===== config.mk =====
export PLATFORM = sky130hd
export DESIGN_NAME = ir_pulse_width_frame_receiver
export DESIGN_NICKNAME = d
export VERILOG_FILES = /design/src/sv/irpw_pkg.sv /design/src/sv/irpw_ram.sv /design/src/sv/irpw_capture.sv /design/src/sv/irpw_decode.sv /design/src/sv/ir_pulse_width_frame_receiver.sv
export SDC_FILE = /design/constraint.sdc
export NUM_CORES = 1
export LEC_CHECK = 0
export BUFFER_PORTS_ARGS = -buffer_cell sky130_fd_sc_hd__buf_2
export CAP_MARGIN = 20
export CORE_MARGIN = 4
export CORE_UTILIZATION = 55
export CTS_BUF_LIST = sky130_fd_sc_hd__clkbuf_16
export CTS_CLUSTER_DIAMETER = 200
export DETAILED_ROUTE_END_ITERATION = 7
export PLACE_DENSITY = 0.74
export REMOVE_ABC_BUFFERS = 1
export SYNTH_ARGS = -nofsm -noshare
export SYNTH_HDL_FRONTEND = slang
export SYNTH_HIERARCHICAL = 1
export SYNTH_SLANG_ARGS = --single-unit
export TNS_END_PERCENT = 10

===== constraint.sdc =====
create_clock -name clk_i -period 13.45 [get_ports clk_i]
set_input_delay 0.6725 -clock clk_i [delete_from_list [all_inputs] [get_ports clk_i]]
set_output_delay 0.6725 -clock clk_i [all_outputs]
set_load 0.03 [all_outputs]

===== src/sv/irpw_pkg.sv =====
// Shared types, constants and the window compare for the IR pulse-width receiver.
// No dependencies.
package irpw_pkg;

  localparam int unsigned FrameEntries = 18;
  localparam int unsigned StoreDepth   = 32;

  localparam int unsigned TickW  = 8;
  localparam int unsigned WinW   = 16;
  localparam int unsigned CfgIdxW = 3;
  localparam int unsigned PayW   = 7;
  localparam int unsigned ErrW   = 3;

  // configuration register indexes
  localparam logic [CfgIdxW-1:0] CFG_GUARD      = 3'd0;
  localparam logic [CfgIdxW-1:0] CFG_HEADER_WIN = 3'd1;
  localparam logic [CfgIdxW-1:0] CFG_SPACE_WIN  = 3'd2;
  localparam logic [CfgIdxW-1:0] CFG_ONE_WIN    = 3'd3;
  localparam logic [CfgIdxW-1:0] CFG_ZERO_WIN   = 3'd4;

  localparam logic [TickW-1:0] GUARD_RST = 8'd40;
  localparam logic [WinW-1:0]  WIN_RST   = 16'hFF00;

  // error codes
  localparam logic [ErrW-1:0] ERR_OK        = 3'd0;
  localparam logic [ErrW-1:0] ERR_LENGTH    = 3'd1;
  localparam logic [ErrW-1:0] ERR_GAP       = 3'd2;
  localparam logic [ErrW-1:0] ERR_HEADER    = 3'd3;
  localparam logic [ErrW-1:0] ERR_BIT_MARK  = 3'd4;
  localparam logic [ErrW-1:0] ERR_SPACE     = 3'd5;
  localparam logic [ErrW-1:0] ERR_PARITY    = 3'd6;

  typedef struct packed {
    logic [TickW-1:0] guard;
    logic [WinW-1:0]  header_win;
    logic [WinW-1:0]  space_win;
    logic [WinW-1:0]  one_win;
    logic [WinW-1:0]  zero_win;
  } cfg_t;

  typedef struct packed {
    logic            frame_ok;
    logic [PayW-1:0] payload;
    logic [ErrW-1:0] error_code;
  } result_t;

  // low byte is the minimum, high byte the maximum, both inclusive
  function automatic logic in_window(logic [TickW-1:0] v, logic [WinW-1:0] win);
    return (v >= win[TickW-1:0]) && (v <= win[WinW-1:TickW]);
  endfunction

endpackage


===== src/sv/irpw_ram.sv =====
// Generic simple dual-port RAM: one write port, one read port, registered read.
// No dependencies.
module irpw_ram #(
  parameter int unsigned WIDTH = 8,
  parameter int unsigned DEPTH = 32
) (
  input  logic                     clk_i,
  input  logic                     we_i,
  input  logic [$clog2(DEPTH)-1:0] waddr_i,
  input  logic [WIDTH-1:0]         wdata_i,
  input  logic [$clog2(DEPTH)-1:0] raddr_i,
  output logic [WIDTH-1:0]         rdata_o
);

  logic [WIDTH-1:0] mem_q [DEPTH];
  logic [WIDTH-1:0] rdata_q;

  always_ff @(posedge clk_i) begin
    if (we_i) begin
      mem_q[waddr_i] <= wdata_i;
    end
    rdata_q <= mem_q[raddr_i];
  end

  assign rdata_o = rdata_q;

endmodule


===== src/sv/irpw_capture.sv =====
// Tick-level capture: times gap, marks and spaces and writes each duration to the store.
// Depends on irpw_pkg.
module irpw_capture #(
  parameter int unsigned STORE_DEPTH = irpw_pkg::StoreDepth
) (
  input  logic                             clk_i,
  input  logic                             rst_ni,
  input  logic                             accept_i,
  input  logic                             ir_mark_i,
  input  logic [irpw_pkg::TickW-1:0]       guard_i,
  output logic                             wr_en_o,
  output logic [$clog2(STORE_DEPTH)-1:0]   wr_addr_o,
  output logic [irpw_pkg::TickW-1:0]       wr_data_o,
  output logic                             frame_end_o,
  output logic [$clog2(STORE_DEPTH+1)-1:0] frame_count_o
);

  localparam int unsigned AW = $clog2(STORE_DEPTH);
  localparam int unsigned CW = $clog2(STORE_DEPTH + 1);
  localparam int unsigned TW = irpw_pkg::TickW;

  typedef enum logic [1:0] {
    CAP_IDLE,
    CAP_MARK,
    CAP_SPACE
  } cap_state_e;

  cap_state_e    state_q, state_d;
  logic [TW-1:0] tick_q, tick_d, tick_inc;
  logic [CW-1:0] count_q, count_d, count_next;
  logic          rec;
  logic [TW-1:0] rec_val;
  logic          stop;

  assign tick_inc = (tick_q == {TW{1'b1}}) ? tick_q : tick_q + TW'(1);

  always_comb begin
    state_d = state_q;
    tick_d  = tick_inc;
    rec     = 1'b0;
    rec_val = tick_inc;
    stop    = 1'b0;
    case (state_q)
      CAP_IDLE: begin
        if (tick_inc >= guard_i) begin
          // gap long enough: hold at guard
          tick_d = guard_i;
          if (ir_mark_i) begin
            rec     = 1'b1;
            rec_val = guard_i;
            tick_d  = '0;
            state_d = CAP_MARK;
          end
        end else if (ir_mark_i) begin
          tick_d = '0;
        end
      end
      CAP_MARK: begin
        if (!ir_mark_i) begin
          rec     = 1'b1;
          tick_d  = '0;
          state_d = CAP_SPACE;
        end
      end
      default: begin
        if (ir_mark_i) begin
          rec     = 1'b1;
          tick_d  = '0;
          state_d = CAP_MARK;
        end else if (tick_inc > guard_i) begin
          stop = 1'b1;
        end
      end
    endcase

    count_next = count_q + CW'(rec);
    if (count_next >= CW'(STORE_DEPTH)) begin
      stop = 1'b1;
    end

    count_d = count_next;
    if (stop) begin
      state_d = CAP_IDLE;
      tick_d  = '0;
      count_d = '0;
    end
  end

  always_ff @(posedge clk_i or negedge rst_ni) begin
    if (!rst_ni) begin
      state_q <= CAP_IDLE;
      tick_q  <= '0;
      count_q <= '0;
    end else if (accept_i) begin
      state_q <= state_d;
      tick_q  <= tick_d;
      count_q <= count_d;
    end
  end

  assign wr_en_o       = accept_i && rec;
  assign wr_addr_o     = AW'(count_q);
  assign wr_data_o     = rec_val;
  assign frame_end_o   = accept_i && stop;
  assign frame_count_o = count_next;

endmodule


===== src/sv/irpw_decode.sv =====
// Frame decode sequencer: walks the stored durations through one shared window compare.
// Depends on irpw_pkg.
module irpw_decode #(
  parameter int unsigned FRAME_ENTRIES = irpw_pkg::FrameEntries,
  parameter int unsigned STORE_DEPTH   = irpw_pkg::StoreDepth
) (
  input  logic                             clk_i,
  input  logic                             rst_ni,
  input  logic                             start_i,
  input  logic [$clog2(STORE_DEPTH+1)-1:0] count_i,
  input  irpw_pkg::cfg_t                   cfg_i,
  output logic [$clog2(STORE_DEPTH)-1:0]   rd_addr_o,
  input  logic [irpw_pkg::TickW-1:0]       rd_data_i,
  output logic                             busy_o,
  output logic                             res_valid_o,
  input  logic                             res_ready_i,
  output irpw_pkg::result_t                res_o
);

  localparam int unsigned AW = $clog2(STORE_DEPTH);
  localparam int unsigned CW = $clog2(STORE_DEPTH + 1);
  localparam int unsigned PW = $clog2(FRAME_ENTRIES + 1);
  localparam int unsigned TW = irpw_pkg::TickW;

  typedef enum logic [2:0] {
    D_IDLE,
    D_READ,
    D_EVAL,
    D_ZERO,
    D_DONE
  } dec_state_e;

  dec_state_e               state_q, state_d;
  logic [PW-1:0]            idx_q, idx_d, nidx;
  logic [TW-1:0]            bits_q, bits_d;
  logic                     parity_q, parity_d;
  irpw_pkg::result_t        res_q, res_d;
  logic [irpw_pkg::WinW-1:0] win;
  logic                     hit;
  logic                     adv;

  // shared compare: window chosen by entry position and phase
  always_comb begin
    if (idx_q == PW'(0)) begin
      win = {{TW{1'b1}}, cfg_i.guard};
    end else if (idx_q == PW'(1)) begin
      win = cfg_i.header_win;
    end else if (!idx_q[0]) begin
      win = cfg_i.space_win;
    end else if (state_q == D_ZERO) begin
      win = cfg_i.zero_win;
    end else begin
      win = cfg_i.one_win;
    end
  end

  assign hit  = irpw_pkg::in_window(rd_data_i, win);
  assign nidx = idx_q + PW'(1);

  always_comb begin
    state_d  = state_q;
    idx_d    = idx_q;
    bits_d   = bits_q;
    parity_d = parity_q;
    res_d    = res_q;
    adv      = 1'b0;
    case (state_q)
      D_IDLE: begin
        if (start_i) begin
          idx_d    = '0;
          bits_d   = '0;
          parity_d = 1'b1;
          if (count_i != CW'(FRAME_ENTRIES)) begin
            res_d   = '{frame_ok: 1'b0, payload: '0, error_code: irpw_pkg::ERR_LENGTH};
            state_d = D_DONE;
          end else begin
            state_d = D_READ;
          end
        end
      end
      D_READ: begin
        state_d = D_EVAL;
      end
      D_EVAL: begin
        if (idx_q == PW'(0)) begin
          if (!hit) begin
            res_d   = '{frame_ok: 1'b0, payload: '0, error_code: irpw_pkg::ERR_GAP};
            state_d = D_DONE;
          end else begin
            idx_d   = nidx;
            state_d = D_READ;
          end
        end else if (idx_q == PW'(1)) begin
          if (!hit) begin
            res_d   = '{frame_ok: 1'b0, payload: '0, error_code: irpw_pkg::ERR_HEADER};
            state_d = D_DONE;
          end else begin
            adv = 1'b1;
          end
        end else if (!idx_q[0]) begin
          if (!hit) begin
            res_d   = '{frame_ok: 1'b0, payload: '0, error_code: irpw_pkg::ERR_SPACE};
            state_d = D_DONE;
          end else begin
            idx_d   = nidx;
            state_d = D_READ;
          end
        end else if (hit) begin
          bits_d   = {bits_q[TW-2:0], 1'b1};
          parity_d = ~parity_q;
          adv      = 1'b1;
        end else begin
          state_d = D_ZERO;
        end
      end
      D_ZERO: begin
        if (hit) begin
          bits_d = {bits_q[TW-2:0], 1'b0};
          adv    = 1'b1;
        end else begin
          res_d   = '{frame_ok: 1'b0, payload: '0, error_code: irpw_pkg::ERR_BIT_MARK};
          state_d = D_DONE;
        end
      end
      D_DONE: begin
        if (res_ready_i) begin
          state_d = D_IDLE;
        end
      end
      default: begin
        state_d = D_IDLE;
      end
    endcase

    // next pair starts at nidx; the walk ends once no full pair is left
    if (adv) begin
      if (nidx >= PW'(FRAME_ENTRIES - 1)) begin
        state_d = D_DONE;
        if (nidx != PW'(FRAME_ENTRIES)) begin
          res_d = '{frame_ok: 1'b0, payload: '0, error_code: irpw_pkg::ERR_SPACE};
        end else if (parity_d) begin
          res_d = '{frame_ok: 1'b0, payload: '0, error_code: irpw_pkg::ERR_PARITY};
        end else begin
          res_d = '{frame_ok: 1'b1, payload: bits_d[TW-1:1],
                    error_code: irpw_pkg::ERR_OK};
        end
      end else begin
        idx_d   = nidx;
        state_d = D_READ;
      end
    end
  end

  always_ff @(posedge clk_i or negedge rst_ni) begin
    if (!rst_ni) begin
      state_q <= D_IDLE;
    end else begin
      state_q <= state_d;
    end
  end

  always_ff @(posedge clk_i) begin
    idx_q    <= idx_d;
    bits_q   <= bits_d;
    parity_q <= parity_d;
    res_q    <= res_d;
  end

  assign rd_addr_o   = AW'(idx_q);
  assign busy_o      = (state_q != D_IDLE);
  assign res_valid_o = (state_q == D_DONE);
  assign res_o       = res_q;

endmodule


===== src/sv/ir_pulse_width_frame_receiver.sv =====
// Top level of the IR pulse-width frame receiver: config registers, duration store,
// output register. Depends on irpw_pkg, irpw_ram, irpw_capture, irpw_decode.
//
// One beat on the input is one sampled receiver level. An ordinary tick does not
// raise in_stall_o. A tick that ends a frame (a space longer than guard_ticks, or a
// full duration store) starts the decode walk: each stored entry is read from the
// duration RAM, then passed through the single window comparator, and a bit mark
// that misses the one window is compared once more against the zero window. A frame
// of the wrong length goes straight to the result. in_stall_o is high for the whole
// walk and until the result has moved into the output register. The result sits in
// that register until taken, and ticks keep flowing meanwhile. The store needs no
// clearing after reset.
module ir_pulse_width_frame_receiver #(
  parameter int unsigned FRAME_ENTRIES = irpw_pkg::FrameEntries,
  parameter int unsigned STORE_DEPTH   = irpw_pkg::StoreDepth
) (
  input  logic                            clk_i,
  input  logic                            rst_ni,
  input  logic                            in_valid_i,
  output logic                            in_stall_o,
  input  logic                            ir_mark_i,
  output logic                            out_valid_o,
  input  logic                            out_stall_i,
  output logic                            frame_ok_o,
  output logic [irpw_pkg::PayW-1:0]       payload_o,
  output logic [irpw_pkg::ErrW-1:0]       error_code_o,
  input  logic                            cfg_we_i,
  input  logic [irpw_pkg::CfgIdxW-1:0]    cfg_index_i,
  input  logic [irpw_pkg::WinW-1:0]       cfg_wdata_i
);

  localparam int unsigned AW = $clog2(STORE_DEPTH);
  localparam int unsigned CW = $clog2(STORE_DEPTH + 1);
  localparam int unsigned TW = irpw_pkg::TickW;

  irpw_pkg::cfg_t    cfg_q;
  logic              accept;
  logic              wr_en;
  logic [AW-1:0]     wr_addr, rd_addr;
  logic [TW-1:0]     wr_data, rd_data;
  logic              frame_end;
  logic [CW-1:0]     frame_count;
  logic              dec_busy;
  logic              res_valid, res_load;
  irpw_pkg::result_t dec_res, out_q;
  logic              out_valid_q, out_valid_d;

  always_ff @(posedge clk_i or negedge rst_ni) begin
    if (!rst_ni) begin
      cfg_q.guard      <= irpw_pkg::GUARD_RST;
      cfg_q.header_win <= irpw_pkg::WIN_RST;
      cfg_q.space_win  <= irpw_pkg::WIN_RST;
      cfg_q.one_win    <= irpw_pkg::WIN_RST;
      cfg_q.zero_win   <= irpw_pkg::WIN_RST;
    end else if (cfg_we_i) begin
      case (cfg_index_i)
        irpw_pkg::CFG_GUARD:      cfg_q.guard      <= cfg_wdata_i[TW-1:0];
        irpw_pkg::CFG_HEADER_WIN: cfg_q.header_win <= cfg_wdata_i;
        irpw_pkg::CFG_SPACE_WIN:  cfg_q.space_win  <= cfg_wdata_i;
        irpw_pkg::CFG_ONE_WIN:    cfg_q.one_win    <= cfg_wdata_i;
        irpw_pkg::CFG_ZERO_WIN:   cfg_q.zero_win   <= cfg_wdata_i;
        default: ;
      endcase
    end
  end

  assign in_stall_o = dec_busy;
  assign accept     = in_valid_i && !dec_busy;

  irpw_capture #(
    .STORE_DEPTH(STORE_DEPTH)
  ) u_capture (
    .clk_i        (clk_i),
    .rst_ni       (rst_ni),
    .accept_i     (accept),
    .ir_mark_i    (ir_mark_i),
    .guard_i      (cfg_q.guard),
    .wr_en_o      (wr_en),
    .wr_addr_o    (wr_addr),
    .wr_data_o    (wr_data),
    .frame_end_o  (frame_end),
    .frame_count_o(frame_count)
  );

  irpw_ram #(
    .WIDTH(TW),
    .DEPTH(STORE_DEPTH)
  ) u_store (
    .clk_i  (clk_i),
    .we_i   (wr_en),
    .waddr_i(wr_addr),
    .wdata_i(wr_data),
    .raddr_i(rd_addr),
    .rdata_o(rd_data)
  );

  irpw_decode #(
    .FRAME_ENTRIES(FRAME_ENTRIES),
    .STORE_DEPTH  (STORE_DEPTH)
  ) u_decode (
    .clk_i      (clk_i),
    .rst_ni     (rst_ni),
    .start_i    (frame_end),
    .count_i    (frame_count),
    .cfg_i      (cfg_q),
    .rd_addr_o  (rd_addr),
    .rd_data_i  (rd_data),
    .busy_o     (dec_busy),
    .res_valid_o(res_valid),
    .res_ready_i(res_load),
    .res_o      (dec_res)
  );

  // output register frees the decoder as soon as it is empty or being drained
  assign res_load    = res_valid && (!out_valid_q || !out_stall_i);
  assign out_valid_d = res_load || (out_valid_q && out_stall_i);

  always_ff @(posedge clk_i or negedge rst_ni) begin
    if (!rst_ni) begin
      out_valid_q <= 1'b0;
    end else begin
      out_valid_q <= out_valid_d;
    end
  end

  always_ff @(posedge clk_i) begin
    if (res_load) begin
      out_q <= dec_res;
    end
  end

  assign out_valid_o  = out_valid_q;
  assign frame_ok_o   = out_q.frame_ok;
  assign payload_o    = out_q.payload;
  assign error_code_o = out_q.error_code;

endmodule


==> impl_metrics.toml, run 1 <==
[status]
run_status = "finished, final reports clean"

[setup_path]
crit_path_start_kind = "flop"
setup.reg_to_reg.worst_slack_ps = 7640
critPathCaptureType = "flop"
worst-path-max-fanout = 21
criticalPathCategory = "reg -> reg"
cp_data_required_time_ps = 13870
r2r-start = "u_decode/state_q[1]"
reg2reg_depth = 20
startpoint = "u_decode/state_q[1]"
arrival_ps = 6230
regToRegEndpoint = "u_decode/rd_addr_o[3]"

[synthesis]
post_synth_xor_area_fraction = 0.004353
largest_family_of_logic_cells_by_synthesized_area = "multiplexers"
post_synth_fa_ha_maj_area_fraction = 0.02355
seq_cells_post_synth = 392
synth_sequential_area_ratio = 0.6292
synth_common_cells = "edfxtp_1, nor2_1, mux4_2"
synth.cell_area_um2 = 17530
dominant_cell_by_count_in_the_synthesized_netlist = "edfxtp_1"
synth_simple_gate_area_frac = 0.06229
yosys_warnings = 6
cells_taking_the_most_area_after_synthesis = "edfxtp_1, mux4_2, dfrtp_1"
compound_gate_fraction_of_synth_area = 0.08021
yosys.area.top_type = "edfxtp_1"
post_synth_num_cell_types = 91
synth_flop_cell = "edfxtp_1"
syn-instance-count = 1093
synth-edff-count = 268
synth_top_area_share = 0.4590
syn_area_per_cell_um2 = 16.04
muxShareOfSynthArea = 0.1752
synthArstFlopShare = 0.2347

[routing]
overall_via_count_from_detail_route = 9876
firstDrtPassIters = 5
remaining_drc_errors = 0
number_of_routed_nets_with_antenna_violations = 0
vias_per_cell = 6.343
routed_wl_mm = 36.82
drt_first_iter_violations = 868
route.detailed.wl_per_inst_um = 23.65

[clocking]
cts_resized = 0
cts_root_buf = "clkbuf_16"
cts.clk_slew.worst_paths_ps = 60
ctsHoldBuffers = 0
cts.htree.levels = 2
clock_sinks = 392
post_cts_buffers = 0
tritoncts = "done"
insertion_delay_of_the_later_clocked_pin_in_the_worst_skew_pair_ps = 540
cts_buf_count = 40
ctsLongestPathBuffers = 3

[final_layout]
syn_to_final_growth_pct = 9.954
final-instance-count-excl-fill = 1557
post-route-util = 0.6126
insertedDiodeCount = 0
filler_cell_count = 2280
nets = 1185
drive_gt1_frac = 0.2944

[grt]
grt_first_pass_wirelength_mm = 57.94
number_of_global_route_vias_before_repair = 9919
globalRouteTotalUtil = 0.2110
antenna_found_initial = 1
grt_start_max_net_pins = 69
grt_residual_overflow = 0

[floorplanning]
rows = 65
io_pins = 38
initial_utilization = 0.5571
core_area_um2 = 31470
die_ar_um2 = 34800
fp.dieH_um = 186.6
fp.dieW_um = 186.6

[power_and_ir_drop]
pwr_density_cell_nw_per_um2 = 195.2
static-leakage-power_nw = 6.862
vdd_ir_drop_max_mv = 0.1237
post-layout-total-power_w = 0.003763

[job]
drv.max_cap_violation_count = 0

[sta]
setup_viol = 0
rsz0062_at_grt = "false"
setup-tns-final_ps = 0
relSlewSlack = 0.2530
layout_min_cycle_time_ps = 5812
skew_ps = 17.06
layout_setup_ws_ps = 7638
slew_limit_fails = 0
fin_crit_sh = 0.4321
final-hold-violation-count = 0
timing_worst_slew_pin_value_ps = 1121
f_max_ghz = 0.1721

[placement]
placed_cells_incl_taps = 1485
dp_worst_setup_slack_ps = 7814
port_buffers = 37
final_weighted_congestion_in_routability_driven_placement = 0.8964
dp.final_hpwl_mm = 23.43

[min_path]
hold_class = "in -> async"
[flip-flops by register name, summed over array words and instances (netlist names), 3 cells and up]
register            count
cfg_q                  72
error_code_o            3
payload_o               7
u_capture/count_q       6
u_capture/tick_q        8
u_decode/bits_q         8
u_decode/rd_addr_o      5
u_decode/res_o         11
u_decode/state_q        3
u_store/mem_q         256
u_store/rdata_o         8
[cells in the final DEF (no fill, tap or decap), drive strengths merged, types with 10 or more instances in the layout]
master	Yosys	final
a31oi	10	10
a211oi	28	28
buf	43	55
nor3	11	11
dfxtp	32	32
a21oi	47	47
mux2i	20	20
dfrtp	58	58
ha	33	33
a32o	11	11
dfstp	34	34
inv	22	34
edfxtp	268	268
nand2	33	33
mux2	88	88
nor2	83	83
mux4	80	80
o21ai	26	26
nand3	14	14
clkbuf	20	42
clkinv	0	15
[routing by layer]
layer | vias to the layer above | part of all wire | global-route usage
met5 | - | 0.00035 | 0
met4 | 2 | 0.027 | 0.06342
met3 | 82 | 0.068 | 0.04171
met2 | 381 | 0.49 | 0.3401
met1 | 5027 | 0.42 | 0.2970
li1 | 4384 | - | -
[through the flow]
| stage | instance area, um^2 | hold slack [ps] |
|---|---|---|
| 6_report | 19280 | 48.54 |
| 3_3_place_gp | 18040 | 414.9 |
| 3_5_place_dp | 18040 | 416.1 |
| 4_1_cts | 19220 | 45.62 |
| 2_1_floorplan | 17180 | 376.9 |
| 5_1_grt | 19280 | 58.36 |
[worst max-delay path: stages (launching register included)]
cell      delay [ps]
dfrtp_1          670
nor2b_1          330
and2_1           860
mux2i_1          170
a211oi_1         300
a21oi_1           70
nor2_1           110
a21oi_1           50
ha_1             280
nand2_1           50
o21ai_0          450
a21o_1           220
o21a_1           670
ha_1             290
nand4_2          190
inv_2            170
a211o_1          110
o21ai_1           60
o32a_1           370
o221ai_1         180
nand2b_1          80
[cell families after synthesis]
logic type,count (synthesis)
simple gates,199
compound gates,189
xor+xnor,7
buf+inv,85
fa+ha+maj,33
flops,392
mux,188
[how the worst max path moves through the flow]
stage                                 end  slack [ps]
finish              u_decode/rd_addr_o[3]        7640
global route        u_decode/rd_addr_o[3]        7280
CTS                 u_decode/rd_addr_o[3]        7760
detailed placement  u_decode/rd_addr_o[3]        7810
global placement    u_decode/rd_addr_o[3]        7990
floorplan           u_decode/rd_addr_o[3]        4620
[power breakdown]
| group | internal (W) | leakage (nW) | switching, W |
|---|---|---|---|
| logic | 0.000416 | 2.45 | 0.000660 |
| clock network | 0.000564 | 0.616 | 0.000443 |
| registers | 0.00158 | 3.79 | 0.000101 |
| total | 0.00256 | 6.86 | 0.00120 |
[cell type report]
cell class	instances	area [um^2]	area share
flip-flops and latches	392	11040	0.5725
multi-input cells	616	6105	0.3166
clock buffers	42	1051	0.05451
well taps	402	503.0	0.02609
repair buffers	55	362.8	0.01882
clock inverters	28	137.6	0.007139
inverters	22	82.58	0.004283
Note: power is estimated with default switching activity, not from simulation.
==> run 2: changes to the inputs <==
==> constraint.sdc (replaced) <==
create_clock -name clk_i -period 5.7 [get_ports clk_i]
set_input_delay 0.285 -clock clk_i [delete_from_list [all_inputs] [get_ports clk_i]]
set_output_delay 0.285 -clock clk_i [all_outputs]
set_load 0.03 [all_outputs]
==> impl_metrics.toml, run 2 (synthesized netlist as in run 1, its figures left out) <==
[clocking]
insertion_delay_of_the_later_clocked_pin_in_the_worst_skew_pair_ps = 540
clock_sinks = 392
cts_buf_count = 40
cts_resized = 0
ctsLongestPathBuffers = 3
tritoncts = "done"
cts_root_buf = "clkbuf_16"
cts.htree.levels = 2
cts.clk_slew.worst_paths_ps = 60
post_cts_buffers = 0

[sta]
rsz0062_at_grt = "false"
f_max_ghz = 0.1915
slew_limit_fails = 0
final-hold-violation-count = 0
fin_crit_sh = 0.9164
skew_ps = 18.65
layout_setup_ws_ps = 476.8
setup_viol = 0
worst_hold_slack_ps = 26.78
layout_min_cycle_time_ps = 5223
relSlewSlack = 0.3007
timing_worst_slew_pin_value_ps = 1049

[placement]
dp_worst_setup_slack_ps = 442.3
final_weighted_congestion_in_routability_driven_placement = 0.8712
dp.final_hpwl_mm = 23.42
placed_cells_incl_taps = 1494
port_buffers = 37

[grt]
grt_first_pass_wirelength_mm = 59.36
number_of_global_route_vias_before_repair = 10210
globalRouteTotalUtil = 0.2154
grt_start_max_net_pins = 73
grt_residual_overflow = 0
antenna_found_initial = 0

[routing]
route.detailed.wl_per_inst_um = 23.93
overall_via_count_from_detail_route = 10070
routed_wl_mm = 37.59
firstDrtPassIters = 7
remaining_drc_errors = 0
number_of_routed_nets_with_antenna_violations = 0
drt_first_iter_violations = 965
vias_per_cell = 6.407

[setup_path]
cp_data_required_time_ps = 6170
criticalPathCategory = "reg -> reg"
arrival_ps = 5700
crit_path_start_kind = "flop"
critPathCaptureType = "flop"
worst-path-max-fanout = 8
reg2reg_depth = 21

[power_and_ir_drop]
vdd_ir_drop_max_mv = 0.3025
pwr_density_cell_nw_per_um2 = 462.9
post-layout-total-power_w = 0.008985
static-leakage-power_nw = 6.953

[floorplanning]
initial_utilization = 0.5571
fp.dieW_um = 186.6
die_ar_um2 = 34800
io_pins = 38
rows = 65
fp.dieH_um = 186.6
core_area_um2 = 31470

[final_layout]
largest_reg_flops = 256
final-instance-count-excl-fill = 1571
filler_cell_count = 2233
insertedDiodeCount = 0
drive_gt1_frac = 0.3003
most-common-layout-cells = "edfxtp_1, nor2_1, mux4_2"
seqCellArea_um2 = 11040
multiInputGateArea_um2 = 6105
mostFrequentLayoutCell = "edfxtp_1"
largest_register = "u_store/mem_q"
syn_to_final_growth_pct = 10.71
nets = 1197

[status]
run_status = "finished, final reports clean"

[job]
drv.max_cap_violation_count = 0

[min_path]
hold_depth = 2
hold_class = "in -> reg"
## run 2: where the power goes
group          internal, W  switching [W]
Sequential         0.00373       0.000228
Combinational      0.00100        0.00160
Clock              0.00137        0.00106
Total              0.00610        0.00288
## run 2: worst max-delay path: stages, from the launching register on
cell and delay [ps]:
dfrtp_1 440, ha_1 270, and3_4 220, nand4_4 140, nand4_1 130, xnor2_1 250
ha_1 310, a21oi_1 310, a31o_2 260, nand2_1 90, a21o_1 190, a21o_1 190
ha_1 240, nand3_2 100, xnor2_2 110, nor3_2 330, nor2_1 210, o21ai_1 400
nor2_1 80, o21ai_1 510, a32o_1 250, a22o_1 130
## run 2: worst paths after layout
path	startpoint	slack, ps	endpoint
max	u_capture/tick_q[0]	480	u_decode/res_o[5]
max reg2reg	u_capture/tick_q[0]	480	u_decode/res_o[5]
min	cfg_wdata_i[8]	30	cfg_q[40]
min in group asynchronous	rst_ni	230	out_valid_o
min reg2reg	u_decode/res_o[1]	440	error_code_o[1]
max in group asynchronous	rst_ni	4340	cfg_q[6]
## run 2: repair_timing
action | CTS | global route
hold buffers | 2 | 0
endpoints found under the hold margin | 25 | 0
setup endpoints to repair | 0 | 7
## run 2: metrics by stage
stage,instance area [um^2],setup TNS (ps),util
floorplan,17180,-78560,-
global placement,18100,0,0.5752
detailed placement,18100,0,0.5752
CTS,19340,0,0.6146
global route,19410,0,0.6168
finish,19410,0,0.6168
## run 2: layer usage
metal  up-vias  wire length (um)  GRT usage
li1       4429                 -          -
met1      5189             15740     0.3069
met2       375             18350     0.3503
met3        72              2451    0.03479
met4         0              1050    0.06200
met5         -                 0          0
## run 2: cell type report
type / instances / area share
flip-flops and latches: 392 / 0.5686
multi-input cells: 616 / 0.3145
clock buffers: 40 / 0.05156
well taps: 402 / 0.02591
repair buffers: 67 / 0.02398
clock inverters: 32 / 0.01121
inverters: 22 / 0.004254
